`config.mk`:
```
export PLATFORM = sky130hd
export DESIGN_NAME = protobuf_varint_field_extractor_core
export DESIGN_NICKNAME = d
export VERILOG_FILES = /design/src/hdl/pbvx_pkg.sv /design/src/hdl/pbvx_decode.sv /design/src/hdl/pbvx_rfifo.sv /design/src/hdl/protobuf_varint_field_extractor_core.sv
export SDC_FILE = /design/constraint.sdc
export NUM_CORES = 1
export LEC_CHECK = 0
export ABC_AREA = 1
export BUFFER_PORTS_ARGS = -buffer_cell sky130_fd_sc_hd__buf_2
export CORE_ASPECT_RATIO = 0.7
export CORE_MARGIN = 1.5
export CORE_UTILIZATION = 35
export CTS_CLUSTER_SIZE = 14
export DETAILED_ROUTE_END_ITERATION = 16
export GPL_TIMING_DRIVEN = 1
export PLACE_DENSITY_LB_ADDON = 0.08
export SLEW_MARGIN = 20
export SYNTH_ARGS = -nofsm -noshare
export SYNTH_HDL_FRONTEND = slang
export SYNTH_SLANG_ARGS = --single-unit
```
`constraint.sdc`:
```
create_clock -name clk -period 3.48 [get_ports clk]
set_clock_uncertainty 0.1 [all_clocks]
set_input_delay 0.696 -clock clk [delete_from_list [all_inputs] [get_ports clk]]
set_output_delay 0.696 -clock clk [all_outputs]
set_load 0.02 [all_outputs]
```
`src/hdl/pbvx_pkg.sv`:
```
// Shared types, constants and the field-to-slot lookup for the varint field extractor.
package pbvx_pkg;

  localparam int MAX_MESSAGE_BYTES_DEF = 65535;
  localparam int NUM_SLOTS             = 21;
  localparam int SLOT_W                = 5;
  localparam int FIELD_W               = 32;
  localparam int VALUE_W               = 32;

  // Result kinds
  localparam logic KIND_FIELD = 1'b0;
  localparam logic KIND_END   = 1'b1;

  typedef struct packed {
    logic               kind;
    logic [FIELD_W-1:0] field_number;
    logic               known;
    logic [SLOT_W-1:0]  slot;
    logic [VALUE_W-1:0] value;
    logic               ok;
    logic               last;
  } result_t;

  // Up to two results per input beat; b only ever follows a
  typedef struct packed {
    logic    push_a;
    logic    push_b;
    result_t a;
    result_t b;
  } push_t;

  typedef struct packed {
    logic              known;
    logic [SLOT_W-1:0] slot;
  } slot_hit_t;

  localparam logic [FIELD_W-1:0] SLOT_MAP [NUM_SLOTS] = '{
    32'd16, 32'd18, 32'd19, 32'd20, 32'd21, 32'd23, 32'd24, 32'd25, 32'd29, 32'd30, 32'd31,
    32'd34, 32'd36, 32'd37, 32'd38, 32'd39, 32'd40, 32'd48, 32'd50, 32'd51, 32'd52
  };

  function automatic slot_hit_t slot_lookup(input logic [FIELD_W-1:0] fnum);
    slot_hit_t hit;
    hit = '0;
    // descending so the lowest matching index wins
    for (int s = NUM_SLOTS - 1; s >= 0; s--) begin
      if (SLOT_MAP[s] == fnum) begin
        hit.known = 1'b1;
        hit.slot  = SLOT_W'(s);
      end
    end
    return hit;
  endfunction

endpackage

```
`src/hdl/pbvx_decode.sv`:
```
// Input register and per-byte wire-format decoder with its running message state.
module pbvx_decode #(
  parameter int MAX_MESSAGE_BYTES = pbvx_pkg::MAX_MESSAGE_BYTES_DEF
) (
  input  logic             clk,
  input  logic             rst_n,
  input  logic             in_valid,
  output logic             in_stall,
  input  logic [7:0]       in_data_byte,
  input  logic             in_last_byte,
  input  logic             space_ok,
  output pbvx_pkg::push_t  push
);

  localparam int ACC_W  = 35;
  localparam int SKIP_W = $clog2(MAX_MESSAGE_BYTES + 1);
  localparam logic [ACC_W-1:0]  MAX_ACC  = ACC_W'(MAX_MESSAGE_BYTES);
  localparam logic [SKIP_W-1:0] MAX_SKIP = SKIP_W'(MAX_MESSAGE_BYTES);

  localparam logic [1:0] PH_TAG   = 2'd0;
  localparam logic [1:0] PH_VALUE = 2'd1;
  localparam logic [1:0] PH_LEN   = 2'd2;
  localparam logic [1:0] PH_SKIP  = 2'd3;

  localparam logic [2:0] WT_VARINT = 3'd0;
  localparam logic [2:0] WT_I64    = 3'd1;
  localparam logic [2:0] WT_LEN    = 3'd2;
  localparam logic [2:0] WT_I32    = 3'd5;

  // input register
  logic        in_vld_r;
  logic [7:0]  data_r;
  logic        last_r;
  logic        fire;

  // message state
  logic [1:0]                     phase_r, phase_nxt;
  logic [ACC_W-1:0]               acc_r, acc_nxt, acc_upd, acc_sh;
  logic [3:0]                     vb_r, vb_nxt;
  logic [pbvx_pkg::FIELD_W-1:0]   field_r, field_nxt;
  logic [SKIP_W-1:0]              skip_r, skip_nxt;
  logic                           failed_r, failed_nxt;

  logic [6:0]  pay;
  logic        lost;
  logic        fld_emit;
  logic        end_emit;
  logic        end_ok;
  pbvx_pkg::slot_hit_t hit;
  pbvx_pkg::result_t   fld_res, end_res;

  assign fire     = in_vld_r & space_ok;
  assign in_stall = in_vld_r & ~space_ok;

  always_ff @(posedge clk) begin
    if (!rst_n) begin
      in_vld_r <= 1'b0;
    end else if (!in_stall) begin
      in_vld_r <= in_valid;
    end
  end

  always_ff @(posedge clk) begin
    if (in_valid && !in_stall) begin
      data_r <= in_data_byte;
      last_r <= in_last_byte;
    end
  end

  assign pay = data_r[6:0];

  always_comb begin
    case (vb_r)
      4'd0:    acc_sh = ACC_W'(pay);
      4'd1:    acc_sh = ACC_W'(pay) << 7;
      4'd2:    acc_sh = ACC_W'(pay) << 14;
      4'd3:    acc_sh = ACC_W'(pay) << 21;
      4'd4:    acc_sh = ACC_W'(pay) << 28;
      default: acc_sh = '0;
    endcase
  end

  // bits beyond the kept 35 but within 64 saturate a length
  always_comb begin
    if (vb_r < 4'd9)       lost = (pay != 7'd0);
    else if (vb_r == 4'd9) lost = pay[0];
    else                   lost = 1'b0;
  end

  always_comb begin
    if (vb_r < 4'd5)                       acc_upd = acc_r | acc_sh;
    else if (phase_r == PH_LEN && lost)    acc_upd = '1;
    else                                   acc_upd = acc_r;
  end

  always_comb begin
    phase_nxt  = phase_r;
    acc_nxt    = acc_r;
    vb_nxt     = vb_r;
    field_nxt  = field_r;
    skip_nxt   = skip_r;
    failed_nxt = failed_r;
    fld_emit   = 1'b0;
    end_emit   = 1'b0;
    end_ok     = 1'b0;
    if (fire) begin
      if (!failed_r) begin
        if (phase_r == PH_SKIP) begin
          if (skip_r != '0) skip_nxt = skip_r - SKIP_W'(1);
          if (skip_nxt == '0) phase_nxt = PH_TAG;
        end else begin
          acc_nxt = acc_upd;
          vb_nxt  = vb_r + 4'd1;
          if (data_r[7]) begin
            if (vb_r >= 4'd9) failed_nxt = 1'b1;
          end else begin
            acc_nxt = '0;
            vb_nxt  = 4'd0;
            case (phase_r)
              PH_TAG: begin
                field_nxt = acc_upd[ACC_W-1:3];
                case (acc_upd[2:0])
                  WT_VARINT: phase_nxt = PH_VALUE;
                  WT_I64: begin
                    skip_nxt  = SKIP_W'(8);
                    phase_nxt = PH_SKIP;
                  end
                  WT_I32: begin
                    skip_nxt  = SKIP_W'(4);
                    phase_nxt = PH_SKIP;
                  end
                  WT_LEN:  phase_nxt  = PH_LEN;
                  default: failed_nxt = 1'b1;
                endcase
              end
              PH_VALUE: begin
                fld_emit  = 1'b1;
                phase_nxt = PH_TAG;
              end
              default: begin
                if (acc_upd == '0) begin
                  phase_nxt = PH_TAG;
                end else begin
                  skip_nxt  = (acc_upd > MAX_ACC) ? MAX_SKIP : acc_upd[SKIP_W-1:0];
                  phase_nxt = PH_SKIP;
                end
              end
            endcase
          end
        end
      end
      if (last_r) begin
        end_emit = 1'b1;
        end_ok   = ~(failed_nxt | (phase_nxt != PH_TAG) | (vb_nxt != 4'd0));
        // fresh state for the next message
        phase_nxt  = PH_TAG;
        acc_nxt    = '0;
        vb_nxt     = 4'd0;
        field_nxt  = '0;
        skip_nxt   = '0;
        failed_nxt = 1'b0;
      end
    end
  end

  always_ff @(posedge clk) begin
    if (!rst_n) begin
      phase_r  <= PH_TAG;
      acc_r    <= '0;
      vb_r     <= 4'd0;
      field_r  <= '0;
      skip_r   <= '0;
      failed_r <= 1'b0;
    end else begin
      phase_r  <= phase_nxt;
      acc_r    <= acc_nxt;
      vb_r     <= vb_nxt;
      field_r  <= field_nxt;
      skip_r   <= skip_nxt;
      failed_r <= failed_nxt;
    end
  end

  assign hit = pbvx_pkg::slot_lookup(field_r);

  always_comb begin
    fld_res              = '0;
    fld_res.kind         = pbvx_pkg::KIND_FIELD;
    fld_res.field_number = field_r;
    fld_res.known        = hit.known;
    fld_res.slot         = hit.slot;
    fld_res.value        = acc_upd[pbvx_pkg::VALUE_W-1:0];
    fld_res.last         = ~last_r;
    end_res              = '0;
    end_res.kind         = pbvx_pkg::KIND_END;
    end_res.ok           = end_ok;
    end_res.last         = 1'b1;
  end

  always_comb begin
    push.push_a = fld_emit | end_emit;
    push.push_b = fld_emit & end_emit;
    push.a      = fld_emit ? fld_res : end_res;
    push.b      = end_res;
  end

  a_skip_nonzero: assert property (@(posedge clk) disable iff (!rst_n)
    phase_r == PH_SKIP |-> skip_r != '0)
    else $error("skip phase with nothing left to skip");

  a_end_clears: assert property (@(posedge clk) disable iff (!rst_n)
    fire && last_r |=> phase_r == PH_TAG && vb_r == 4'd0 && !failed_r)
    else $error("state not cleared after end of message");

  a_no_field_after_fail: assert property (@(posedge clk) disable iff (!rst_n)
    push.push_a && push.a.kind == pbvx_pkg::KIND_FIELD |-> !failed_r)
    else $error("field result from a failed message");

endmodule

```
`src/hdl/pbvx_rfifo.sv`:
```
// Four-entry result queue taking up to two results a cycle and giving one beat a cycle unless stalled.
module pbvx_rfifo (
  input  logic              clk,
  input  logic              rst_n,
  input  pbvx_pkg::push_t   push,
  output logic              space_ok,
  output logic              out_valid,
  input  logic              out_stall,
  output pbvx_pkg::result_t head
);

  localparam int DEPTH = 4;
  localparam int PTR_W = $clog2(DEPTH);
  localparam int CNT_W = $clog2(DEPTH + 1);

  pbvx_pkg::result_t mem_r [DEPTH];
  logic [PTR_W-1:0] wr_ptr_r, wr_ptr_nxt, rd_ptr_r, rd_ptr_nxt;
  logic [CNT_W-1:0] count_r, count_nxt;
  logic [CNT_W-1:0] n_push;
  logic             pop;

  assign out_valid = (count_r != '0);
  assign pop       = out_valid & ~out_stall;
  assign space_ok  = (count_r <= CNT_W'(DEPTH - 2));
  assign head      = mem_r[rd_ptr_r];
  assign n_push    = CNT_W'(push.push_a) + CNT_W'(push.push_b);

  assign wr_ptr_nxt = wr_ptr_r + PTR_W'(n_push);
  assign rd_ptr_nxt = rd_ptr_r + PTR_W'(pop);
  assign count_nxt  = count_r + n_push - CNT_W'(pop);

  always_ff @(posedge clk) begin
    if (push.push_a) mem_r[wr_ptr_r] <= push.a;
    if (push.push_b) mem_r[wr_ptr_r + PTR_W'(1)] <= push.b;
  end

  always_ff @(posedge clk) begin
    if (!rst_n) begin
      wr_ptr_r <= '0;
      rd_ptr_r <= '0;
      count_r  <= '0;
    end else begin
      wr_ptr_r <= wr_ptr_nxt;
      rd_ptr_r <= rd_ptr_nxt;
      count_r  <= count_nxt;
    end
  end

  a_no_overflow: assert property (@(posedge clk) disable iff (!rst_n)
    push.push_a |-> count_r <= CNT_W'(DEPTH - 2))
    else $error("result pushed without room");

  a_pair_order: assert property (@(posedge clk) disable iff (!rst_n)
    push.push_b |-> push.push_a && push.b.kind == pbvx_pkg::KIND_END)
    else $error("second result without first, or not an end result");

  a_count_bound: assert property (@(posedge clk) disable iff (!rst_n)
    count_r <= CNT_W'(DEPTH))
    else $error("queue count out of range");

endmodule

```
`src/hdl/protobuf_varint_field_extractor_core.sv`:
```
// Top level of the protobuf varint field extractor: byte in, field and end results out.
// Path: a byte accepted into the input register is decoded from it once the result
//   queue has room; its results go into that queue and are presented from its head.
// Throughput: one byte per cycle while the result queue has room for two results;
//   a byte giving field and end results adds one beat, absorbed by the 4-entry queue.
// Reset: synchronous active-low rst_n clears handshake and message state; a fresh
//   message starts expecting a tag. No clearing pass is needed.
module protobuf_varint_field_extractor_core #(
  parameter int MAX_MESSAGE_BYTES = pbvx_pkg::MAX_MESSAGE_BYTES_DEF
) (
  input  logic                            clk,
  input  logic                            rst_n,
  // byte input channel
  input  logic                            in_valid,
  output logic                            in_stall,
  input  logic [7:0]                      in_data_byte,
  input  logic                            in_last_byte,
  // result channel
  output logic                            out_valid,
  input  logic                            out_stall,
  output logic                            out_kind,
  output logic [pbvx_pkg::FIELD_W-1:0]    out_field_number,
  output logic                            out_known,
  output logic [pbvx_pkg::SLOT_W-1:0]     out_slot,
  output logic [pbvx_pkg::VALUE_W-1:0]    out_value,
  output logic                            out_ok,
  output logic                            out_last
);

  // Two parts: the decoder holds the input register and all message state and
  // works one byte per cycle; the queue decouples its 0..2 results per beat
  // from the one-beat-per-cycle output. The decoder only takes a byte from its
  // input register when the queue has room for two results.
  pbvx_pkg::push_t   push;
  pbvx_pkg::result_t head;
  logic              space_ok;

  pbvx_decode #(
    .MAX_MESSAGE_BYTES (MAX_MESSAGE_BYTES)
  ) u_decode (
    .clk          (clk),
    .rst_n        (rst_n),
    .in_valid     (in_valid),
    .in_stall     (in_stall),
    .in_data_byte (in_data_byte),
    .in_last_byte (in_last_byte),
    .space_ok     (space_ok),
    .push         (push)
  );

  pbvx_rfifo u_rfifo (
    .clk       (clk),
    .rst_n     (rst_n),
    .push      (push),
    .space_ok  (space_ok),
    .out_valid (out_valid),
    .out_stall (out_stall),
    .head      (head)
  );

  // queue head drives the result beat directly; it holds while stalled
  assign out_kind         = head.kind;
  assign out_field_number = head.field_number;
  assign out_known        = head.known;
  assign out_slot         = head.slot;
  assign out_value        = head.value;
  assign out_ok           = head.ok;
  assign out_last         = head.last;

endmodule

```
# == Yosys cells after proc, flatten, opt, wreduce, memory -nomap -nowiden ==
# Memories as Yosys holds them, arrays and structs flattened. A register that Yosys moved wholly into a read port is not among the register bits.
# Cells that the tools add are included.
# word_totals
reg_bits,107
ram_bits,292
inputBits,13
output_inout_bits,75
elab_cells,180
memories,1
# op_classes
n_addsub,8
magnitude_cmp,5
eq_ne,39
mux,84
bitwise_logic,12
reduce_logical,19
# mem_list
name,depth,width,read_ports,rd_ports_with_merged_regs,write_ports,line_no,text
u_rfifo.mem_r,4,73,1,1,2,pbvx_rfifo.sv:16,pbvx_pkg::result_t mem_r [DEPTH];
# ops
operator,count
"5-bit by 32-bit == test with 1-bit output, first input constant",11
"6-bit by 32-bit == test with 1-bit output, first input constant",10
35-bit two-way mux,6
35-bit case mux with 5 select lines,1
16-bit two-way mux,10
32-bit two-way mux,5
6-bit two-way mux,21
73-bit two-way mux,1
16-bit case mux with 2 select lines,2
"35-bit by 16-bit greater-than comparator with 1-bit output, second input constant",1
35-bit zero test,1
35-bit OR,1
1-bit two-way mux,23
4-bit two-way mux,5
16-bit zero test,1
2-bit two-way mux,8
16-bit nonzero test,1
"16-bit by 1-bit subtractor with 16-bit output, second input constant",1
"4-bit by 2-bit == test with 1-bit output, second input constant",2
7-bit nonzero test,1
2-bit case mux with 3 select lines,1
6-bit AND reduction,1
"5-bit by 3-bit != test with 1-bit output, second input constant",1
5-bit AND reduction,1
other kinds (39),51

# == Logic depth before layout (Yosys ltp) ==
# logic_depth
word_depth,23
depth_mapped,18
mapped_depth_nobuf,17

# == Hierarchy ==
# From an unflattened synthesis, not the netlist that was laid out.
# unflattened
hier_cells,2598
hier_area_um2,21587.0
# modules_own_cells
module,n_inst,cells_each,area_per_inst_um2,seq_area_each_um2
pbvx_rfifo,1,1488,14375.0,8908.5
pbvx_decode,1,1110,7211.9,2092.0

# == Worst setup path after synthesis ==
# OpenSTA, ideal clock, no wires.
# synth_path
path_kind,reg-to-reg
from,reg u_decode.phase_r[1]
to,reg u_rfifo.count_r[2]
setup_time_ns,0.128
arrival_time_ns,2.790
required_ns,3.252
setup_slack_ns,0.462
path_stages_with_launch,14
path_buffers,3
synth_period_minus_slack_ns,3.018
path_cell_list,dfxtp_1 buf_2 nand2_1 nand2_1 nor4_2 buf_2 buf_2 ha_1 inv_1 ha_1 fa_1 xor2_1 inv_1 nor2_1
# synth_between
elab_chain_len,10
word_cells_on_any_way,12
classes_between,add/sub (3); eq/ne (2); mux (5); bitwise (2)
# synth_lines
element,line_no,text
"start, declared",pbvx_decode.sv:37,"logic [1:0] phase_r, phase_nxt;"
"start signal, assigned",pbvx_decode.sv:175,phase_r <= phase_nxt;
2-bit by 1-bit == test with 1-bit output,pbvx_decode.sv:119,case (phase_r)
1-bit two-way mux,pbvx_decode.sv:119,
1-bit two-way mux,pbvx_decode.sv:114,if (data_r[7]) begin
1-bit two-way mux (*),pbvx_decode.sv:108,if (phase_r == PH_SKIP) begin
1-bit two-way mux (*),pbvx_decode.sv:107,if (!failed_r) begin
1-bit two-way mux (*),pbvx_decode.sv:106,if (fire) begin
1-bit OR / 1-bit bitwise AND (equally long branches),"pbvx_decode.sv:201, pbvx_decode.sv:202",
1-bit by 1-bit adder with 2-bit output (*),pbvx_rfifo.sv:26,assign n_push = CNT_W'(push.push_a) + CNT_W'(push.push_b);
3-bit adder (*),pbvx_rfifo.sv:30,assign count_nxt = count_r + n_push - CNT_W'(pop);
3-bit by 1-bit subtractor with 3-bit output (*),pbvx_rfifo.sv:30,
"end signal, assigned",pbvx_rfifo.sv:45,count_r <= count_nxt;
"end, declared",pbvx_rfifo.sv:18,"logic [CNT_W-1:0] count_r, count_nxt;"
# Mark *: on every way between the ends. The rest lies on a longest branch, timed or not.
# A chain may end at the register's enable or synchronous reset.

==> results.py <==
metrics = {
    "pwr": {
        "netSwitchingFraction_pct": 35.0,
        "p_leak_nw": 7.90,
        "vdd_drop_max_mv": 0.428,
        "power_frac_clock_pct": 36.2,
        "p_switching_w": 0.00460,
        "p_seq_share_pct": 36.4,
        "power.density_nw_per_um2": 664,
        "internal_power_w": 0.00855,
        "total_power_w": 0.0132,
        "power.share.combinational_pct": 27.4,
    },
    "sta": {
        "fin_crit_sh_pct": 95.3,
        "tightest_slew_ns": 0.939,
        "tns_ns": 0,
        "grt_setup_unrepaired": "false",
        "timing.final.ws_setup_ns": 0.162,
        "hold_violations": 0,
        "fmax_ghz": 0.301,
        "finalMaxSlewViolations": 0,
        "setup_violations": 0,
        "finalCriticalPeriod_ns": 3.32,
        "slew_headroom_pct": 37.4,
    },
    "clock_network": {
        "clk_latency_ns": 0.56,
        "cts_tree": "built",
        "root_buffer": "clkbuf_16",
        "cts.clk_slew.worst_paths_ns": 0.06,
        "cts_hold_buf": 0,
        "cts.sinks": 399,
        "clockBufferDepth": 3,
        "cts_max_level": 2,
        "numCtsBuffers": 43,
    },
    "min_path": {
        "min_path_type": "in2reg",
    },
    "drt": {
        "drtPass1Iterations": 5,
        "routed_wirelength_mm": 59.1,
        "route.detailed.drc": 0,
        "avgViaCountPerCell": 5.23,
        "wire_per_inst_um": 18.8,
        "ant_nets": 0,
        "drt_iter0_markers": 1497,
        "vias": 16402,
    },
    "synthesis": {
        "yosysTopAreaCell": "dfxtp_1",
        "synth_seq_area_share_pct": 47.1,
        "synthCells": 2420,
        "yosysUniqueCellTypes": 49,
        "syn_area_um2": 17200,
        "netlist.area_leader.share_pct": 44.8,
        "syn_nets": 2448,
        "synth_area_leaders": "dfxtp_1, nand2_1, o21ai_0, nor2_1, clkbuf_1",
        "synth_edf_count": 13,
        "avgSynthCellArea_um2": 7.12,
        "synthTopCellsByCount": "nand2_1, o21ai_0, dfxtp_1",
        "yosysWarnings": 0,
        "ys_seq_elements": 399,
        "synthArstFlopShare_pct": 0,
        "synth_ff_type": "dfxtp_1",
        "yosysMostFrequentCell": "nand2_1",
    },
    "flow_run": {
        "cap_viol_max_count": 0,
    },
    "global_route": {
        "antenna_found_initial": 2,
        "grt-ovfl-total": 0,
        "grt_max_degree": 148,
        "grt_pass1_wl_mm": 92.3,
        "gr-usage-all-layers_pct": 23.4,
        "grt_pass1_vias": 15499,
    },
    "critical_path": {
        "end_kind": "output pin",
        "crit_fanout": 31,
        "cp.required_ns": 2.68,
        "worstSetupPathType": "reg2out",
        "worstSetupStartpointType": "flip-flop",
        "worstPathArrival_ns": 2.52,
    },
    "run_status": {
        "status": "complete, no violations",
    },
    "floorplanning": {
        "initial_utilization_pct": 35.8,
        "io_pins": 88,
        "num_rows": 67,
        "coreArea_um2": 48200,
        "dieArea_um2": 50600,
        "die_w_um": 268,
        "die_h_um": 189,
    },
    "finish": {
        "stdcell_count": 3137,
        "num-nets-final": 2476,
        "synthToLayoutAreaGrowth_pct": 14.9,
        "fin_area_um2": 19800,
        "drive_above_1_share_pct": 9.47,
    },
    "placed_design": {
        "placed_cells": 3058,
        "placed_cell_area_um2": 18400,
        "place.gp.congestion": 0.891,
        "place_hpwl_mm": 38.3,
        "place_worst_setup_slack_ns": 0.350,
        "port_buffers": 87,
    },
}
-- through the flow --
step | util [%] | hold WS, ns
3_5_place_dp | 38.1 | 0.338
3_3_place_gp | 38.1 | 0.333
4_1_cts | 41.1 | 0.204
6_report | 41.1 | 0.228
2_1_floorplan | - | 0.321
5_1_grt | 41.1 | 0.212
-- area by class of cell --
type	count	area, um^2
fill	5003	28400
clock inverter	20	231
clock buffer	58	1200
tap	655	820
timing repair buffer	131	866
antenna	1	2.50
sequential	399	8120
multi-input combinational	1747	8090
inverter	126	475
-- metal layers --
metal	share of wire, %	wire [um]	vias up	GRT usage, %
li1	-	-	8040	-
met1	50	29700	7803	35.4
met2	42	24600	487	34.6
met3	6.5	3820	72	3.55
met4	1.7	999	0	5.15
met5	0	0	-	0
-- cells in the final DEF, fill, tap and decap left out, types with 4 or more instances in the layout --
master	count
o22ai_1	73
dfxtp_1	384
inv_2	14
clkbuf_1	9
o21ai_1	4
clkbuf_16	44
o21bai_1	15
clkbuf_8	5
a21oi_1	99
buf_4	36
xor2_1	13
nand3b_1	9
buf_12	8
bufinv_16	5
nand4_1	9
inv_1	111
clkinv_2	10
edfxtp_1	13
nand3_1	38
nor3_1	26
o21ai_0	467
nor2_1	290
nand2_1	646
buf_2	87
nand3_2	5
ha_1	14
-- critical path, cell delays in order, from the launching register on --
cell and delay (ns):
dfxtp_2 0.61, inv_2 0.20, buf_4 0.35, o21ai_0 0.16
o22ai_1 0.35, buf_2 0.25
-- power groups by stage --
stage / Clock (W) / Sequential, W / Combinational (W)
finish: 0.00476 / 0.00479 / 0.00361
global route: 0.00506 / 0.00479 / 0.00397
CTS: 0.00486 / 0.00478 / 0.00363
detailed placement: 0 / 0.00488 / 0.00362
global placement: 0 / 0.00488 / 0.00364
floorplan: 0 / 0.00483 / 0.00241
-- what timing repair did --
item | CTS | global route
resized for setup | 0 | 1
setup endpoints to repair | 0 | 1
buffers inserted | 0 | 0
-- final timing paths --
kind                                            from                   end  slack (ns)  depth (start not counted)
worst max-delay path             u_rfifo.rd_ptr_r[1]         out_value[29]        0.16                          5
worst min-delay path                    in_last_byte       u_decode.last_r        0.23                          1
worst max register to register      u_decode.vb_r[0]   u_rfifo.mem_r[2][1]        0.41                         17
worst min register to register  u_rfifo.mem_r[1][10]  u_rfifo.mem_r[1][10]        0.35                          2
-- cells by family (layout without fill, tap and decap cells) --
| group | count (synthesis) | in the layout | synth area share [%] |
|---|---|---|---|
| AOI/OAI and AO/OA | 675 | 675 | 20.7 |
| and+or+nand+nor | 1041 | 1041 | 24.1 |
| other | 0 | 1 | 0 |
| DFF | 399 | 399 | 47.1 |
| adders and majority gates | 15 | 15 | 1.13 |
| buffers and inverters | 274 | 335 | 6.20 |
| xor gates and xnor gates | 16 | 16 | 0.813 |
-- flip-flops by register name, summed over array words and instances (netlist names) --
register and count:
u_rfifo.mem_r 292, u_decode.acc_r 35, u_decode.field_r 32, u_decode.skip_r 16
u_decode.data_r 8, u_decode.vb_r 4, u_rfifo.count_r 3, u_decode.phase_r 2
u_rfifo.rd_ptr_r 2, u_rfifo.wr_ptr_r 2, u_decode.failed_r 1, u_decode.in_vld_r 1
u_decode.last_r 1
Note: power is estimated with default switching activity, not from simulation.
